## config.mk

```make
export PLATFORM = sky130hd
export DESIGN_NAME = ttgw_ctrl
export DESIGN_NICKNAME = d
export VERILOG_FILES = /design/src/design/ttgw_pkg.sv /design/src/design/ttgw_ctrl.sv
export SDC_FILE = /design/constraint.sdc
export NUM_CORES = 1
export LEC_CHECK = 0
export ABC_AREA = 1
export BUFFER_PORTS_ARGS = -buffer_cell sky130_fd_sc_hd__buf_2
export CORE_AREA = 5 5 42 44
export CTS_CLUSTER_DIAMETER = 100
export CTS_CLUSTER_SIZE = 30
export DETAILED_ROUTE_END_ITERATION = 6
export DIE_AREA = 0 0 47 49
export PLACE_DENSITY = 0.55
export SLEW_MARGIN = 20
export SYNTH_ARGS = -nofsm -noshare
export SYNTH_HDL_FRONTEND = slang
export SYNTH_SLANG_ARGS = --single-unit
```

## constraint.sdc

```tcl
create_clock -name clk -period 1.89 [get_ports clk]
set_clock_uncertainty 0.1 [all_clocks]
set_input_delay 0.2835 -clock clk [delete_from_list [all_inputs] [get_ports clk]]
set_output_delay 0.2835 -clock clk [all_outputs]
set_load 0.01 [all_outputs]
```

## src/design/ttgw_pkg.sv

```systemverilog
package ttgw_pkg;

  // Field widths of the stream items
  localparam int OP_W       = 1;
  localparam int BYTE_W     = 8;
  localparam int RROW_W     = 5;
  localparam int RCOL_W     = 7;
  localparam int CHAR_W     = 7;
  localparam int OROW_W     = 5;
  localparam int OCOL_W     = 7;
  localparam int IN_TDATA_W  = 24;
  localparam int OUT_TDATA_W = 24;

  // Character codes
  localparam logic [BYTE_W-1:0] CH_CR    = 8'h0D;
  localparam logic [BYTE_W-1:0] CH_LF    = 8'h0A;
  localparam logic [BYTE_W-1:0] CH_BS    = 8'h08;
  localparam logic [BYTE_W-1:0] PRINT_LO = 8'd32;
  localparam logic [BYTE_W-1:0] PRINT_HI = 8'd126;
  localparam logic [CHAR_W-1:0] CH_SPACE = 7'h20;

  localparam logic OP_STREAM = 1'b0;
  localparam logic OP_READ   = 1'b1;

  typedef enum logic [2:0] {
    K_NONE,
    K_CR,
    K_LF,
    K_BS,
    K_PRINT,
    K_READ,
    K_READ_OOR
  } kind_t;

  typedef struct packed {
    logic accept;
    logic decode;
    logic addr;
    logic mem;
    logic clr_load;
    logic clr_step;
    logic top_adv;
    logic out_load;
  } cmd_t;

  typedef struct packed {
    kind_t kind;
    logic  scroll_req;
    logic  init_last;
    logic  row_last;
    logic  out_free;
  } stat_t;

endpackage

```

## src/design/ttgw_ctrl.sv

```systemverilog
module ttgw_ctrl (
  input  logic            clk,
  input  logic            rst,
  input  logic            in_valid,
  output logic            in_ready,
  input  ttgw_pkg::stat_t stat,
  output ttgw_pkg::cmd_t  cmd
);
  import ttgw_pkg::*;

  typedef enum logic [2:0] {
    S_INIT,
    S_IDLE,
    S_DECODE,
    S_ADDR,
    S_MEM,
    S_SCROLL,
    S_OUT
  } state_t;

  state_t state, state_next;

  assign in_ready = (state == S_IDLE);

  always_comb begin
    state_next = state;
    cmd        = '0;
    unique case (state)
      S_INIT: begin
        cmd.clr_step = 1'b1;
        if (stat.init_last) begin
          state_next = S_IDLE;
        end
      end
      S_IDLE: begin
        if (in_valid) begin
          cmd.accept = 1'b1;
          state_next = S_DECODE;
        end
      end
      S_DECODE: begin
        cmd.decode = 1'b1;
        state_next = S_ADDR;
      end
      S_ADDR: begin
        cmd.addr   = 1'b1;
        state_next = S_MEM;
      end
      S_MEM: begin
        cmd.mem = 1'b1;
        if (stat.scroll_req) begin
          cmd.clr_load = 1'b1;
          state_next   = S_SCROLL;
        end else begin
          state_next = S_OUT;
        end
      end
      S_SCROLL: begin
        // blank the old top row, then move the top pointer on
        cmd.clr_step = 1'b1;
        if (stat.row_last) begin
          cmd.top_adv = 1'b1;
          state_next  = S_OUT;
        end
      end
      S_OUT: begin
        if (stat.out_free) begin
          cmd.out_load = 1'b1;
          state_next   = S_IDLE;
        end
      end
      default: begin
        state_next = S_IDLE;
      end
    endcase
  end

  always_ff @(posedge clk) begin
    if (rst) begin
      state <= S_INIT;
    end else begin
      state <= state_next;
    end
  end

  a_read_no_scroll: assert property (@(posedge clk) disable iff (rst)
    (state == S_MEM && (stat.kind == K_READ || stat.kind == K_READ_OOR)) |-> !stat.scroll_req)
    else $error("read item asked for a scroll");

  a_accept_leaves_idle: assert property (@(posedge clk) disable iff (rst)
    cmd.accept |=> (state == S_DECODE && !in_ready))
    else $error("beat accepted but sequencer did not start");

endmodule

```

; ---- Word level (Yosys, flattened, before mapping)
; Cells that the tools add are included.
[classes]
eq_ne = 10
mux = 17
reduce_logical = 3
[op_table]
columns = operator, n
row1 = $pmux W3 S7, 1
row2 = $mux W3, 4
row3 = $mux W1, 10
row4 = $eq A3 B3 Y1 const B, 3
row5 = $ne A2 B2 Y1 const B, 4
row6 = $eq A3 B2 Y1 const B, 2
row7 = $mux W2, 2
row8 = $reduce_and A4 Y1, 1
row9 = $eq A3 B1 Y1 const B, 1
row10 = $logic_not A3 Y1, 1
row11 = $reduce_or A2 Y1, 1
[totals]
reg_bits = 3

; ---- Logic depth before layout (Yosys ltp)
[depth]
ltp_word = 3
mapped_depth = 9
mapped_depth_nobuf = 8

; ---- Worst setup path before layout
; OpenSTA, ideal clock, no wires.
[synth_path]
kind = flip-flop to flip-flop
from = register state[1]
to = register state[0]
setup_time_ps = 114
t_arrival_ps = 1139
required_ps = 1676
path_slack_ps = 537
path_stages_with_launch = 9
n_path_buf = 0
period_less_slack_ps = 1353
path_cell_list = dfxtp_1 inv_2 ha_1 nand2_1 nand2_1 nor2_1 nand2_1 nand2_1 nor2_2
[synth_between]
elab_chain_cells = 3
elab_cells_between_ends = 13
[synth_rtl]
columns = item, line
row1 = "start, declared", ttgw_ctrl.sv:21  ; state_t state, state_next;
row2 = "start signal, assigned", ttgw_ctrl.sv:82  ; state <= state_next;
row3 = $eq A3 B3 Y1 (tied with other cells), ttgw_ctrl.sv:28  ; unique case (state)
row4 = $ne A2 B2 Y1 (no source line), -
row5 = $reduce_and A4 Y1 (no source line), -
; Several ways; a longest one is shown, not always the timed one.
; A chain may end at the register's enable or synchronous reset.

==> out/results.ini <==
[status]
status=finished clean

[cts]
cts_max_path_buffers=2
cts_num_sinks=3
numCtsBuffers=3
tritoncts=built
cts_max_level=1
clk_latency_ps=230
cts_resized=0
clk_pin_slew_ps=40
cts_hold_buffers=0
post_cts_buffers=0
clock-root-buffer=clkbuf_4

[die]
initial_core_util_pct=25.6
ioPinCount=19
coreArea_sq_mm=0.00140
rows=14
die_area_sq_mm=0.00230
die_h_um=49
die_w_um=47

[setup_path]
crit_buf_inv=2
startpoint=state[1]$_SDFFE_PP0P_
slowest_delay_ps=370
r2r_setup_slack_ps=420
cpMaxStageDelayCell=dfxtp_1
critical_path_class=flop to primary output
crit_path_end_kind=primary output
cp.arrival_ps=1240
cp_max_fo=7
reg2reg_from=state[1]$_SDFFE_PP0P_
required_ps=1510
cpLargestDelayFamily=simple AND/OR/NAND/NOR gates
start_kind=flop
worstPathCellList=nor2_1 -> nand3_1 -> inv_1 -> buf_2

[synthesis]
avgSynthCellArea_sq_um=5.61
synth_area_sq_um=359
syn_inst=64
yosys-top-cells-area=dfxtp_1 17%, nor2_1 15%, nand2_1 13%
synth_top_cell_area_share_pct=16.7
ys_types=18
synth_top_cell_by_area=dfxtp_1
synth-seq-area-share_pct=16.7
synth_seq_cells=3
synth_fp_nets=75
yosysWarnings=0

[sta]
slew_violations=0
finalSetupViolCount=0
worst_pin_slew_ps=381
fin_crit_ps=1620
rsz0062_at_grt=no
clock.fmax_mhz=617
slew_headroom_pct=74.6
period_share_pct=85.7
hold_viol_final=0
tns_ps=0
final.setup.worst_slack_ps=270

[pwr]
irDropWorstVdd_v=0.000647
p_per_area_mw_per_mm2=1620
p_leak_nw=0.299

[cells_and_area]
top_register=state
drive_gt1_share_pct=39.0
largest_reg_flops=3
antenna_cells=0
stdcell_area_sq_um=475
stdcell_count=98
largestRegisters=state (3)
area_growth_pct=32.4
fin_nets=94

[detailed_routing]
routed_wl_um=902
wl_per_cell_um=9.20
dr_total_vias=436
drc_errors=0
drtPass1Iterations=2
first_iter_violations=8
viasPerCell=4.45
final_antenna_net_count=0

[worst_hold_path]
hp-class=input port to flop
min_from=rst

[placement]
gp_congestion=0.723
placed_cell_area_sq_um=449
dpl.cell_count=94
io_buffers=15
hpwl_um=753
place_ws_ps=416

[global_route]
grt_pass1_vias=374
grt_max_degree=11
grt_use_total_pct=9.22
overflow=0
antenna_found_initial=0
grt_pass1_wl_um=1510

[flow_run]
maxCapViolations=0

==> placed cells by master, fill, tap and decap left out, drive strengths merged <==
cell type / instances
nand4: 1
ha: 1
nand3: 8
dfxtp: 3
nand2: 15
clkbuf: 4
o21ai: 1
nand3b: 2
buf: 15
inv: 12
nor3: 2
nor2: 18
==> cells by family (layout without fill, tap and decap cells) <==
logic type	count (synthesis)	after routing	share of synthesized area, %
flip-flops	3	3	16.7
AND/OR/NAND/NOR	46	46	64.5
AO/OA/AOI/OAI	1	1	1.39
buffers and inverters	13	31	13.9
adder cells (fa/ha/maj)	1	1	3.48
==> power by group <==
| part | switching (mW) | internal (mW) | leakage, nW |
|---|---|---|---|
| logic | 0.315 | 0.187 | 0.259 |
| registers | 0.0620 | 0.0914 | 0.0248 |
| clock network | 0.0341 | 0.0792 | 0.0150 |
| total | 0.411 | 0.358 | 0.299 |
==> per-layer routing <==
| metal | wire length [um] | part of all wire (%) | GRT usage, % |
|---|---|---|---|
| met1 | 361 | 40 | 10.1 |
| met2 | 473 | 52 | 14.0 |
| met3 | 49 | 5.4 | 2.95 |
| met4 | 18 | 2.0 | 6.91 |
| met5 | 0 | 0 | 0 |
==> worst paths after layout <==
check,cells after the start,endpoint
setup reg to reg,8,state[0]$_SDFFE_PP0P_
setup / recovery,4,cmd[3]
hold reg to reg,2,state[0]$_SDFFE_PP0P_
hold / removal,4,state[2]$_SDFFE_PP0P_
==> stage by stage <==
stage               hold WS [ps]  utilization, %  total power, mW
global route                 229            33.9            0.866
detailed placement           456            32.1            0.661
CTS                          204            33.9            0.783
finish                       206            33.9            0.769
floorplan                    351               -            0.535
global placement             455            32.1            0.658
==> area by class of cell <==
type / count / area (sq um)
tap: 16 / 20.0
sequential: 3 / 60.1
clock buffer: 4 / 26.3
inverter: 12 / 45.0
multi-input combinational: 48 / 249
timing repair buffer: 15 / 75.1
fill: 180 / 926
==> worst reg2reg max path, cell delays in order, from the launching register on <==
cell     delay, ps
dfxtp_1        450
inv_2          110
ha_1           300
nand2_1        100
nand2_1         60
nor2_1          80
nand2_1         60
nand2_1         70
nor2_2          30
==> cells in the mapped netlist <==
library cell	instances
nand3_1	7
dfxtp_1	3
nand3b_1	1
nor3_2	1
nor2_4	1
nand2_1	12
nor3_1	1
nand3_2	1
nor2_1	14
nand4_1	1
inv_1	8
ha_1	1
nand2_2	3
nand3b_2	1
nor2_2	3
buf_2	1
o21ai_0	1
inv_2	4
No activity file was read; power rests on OpenSTA's default activity.
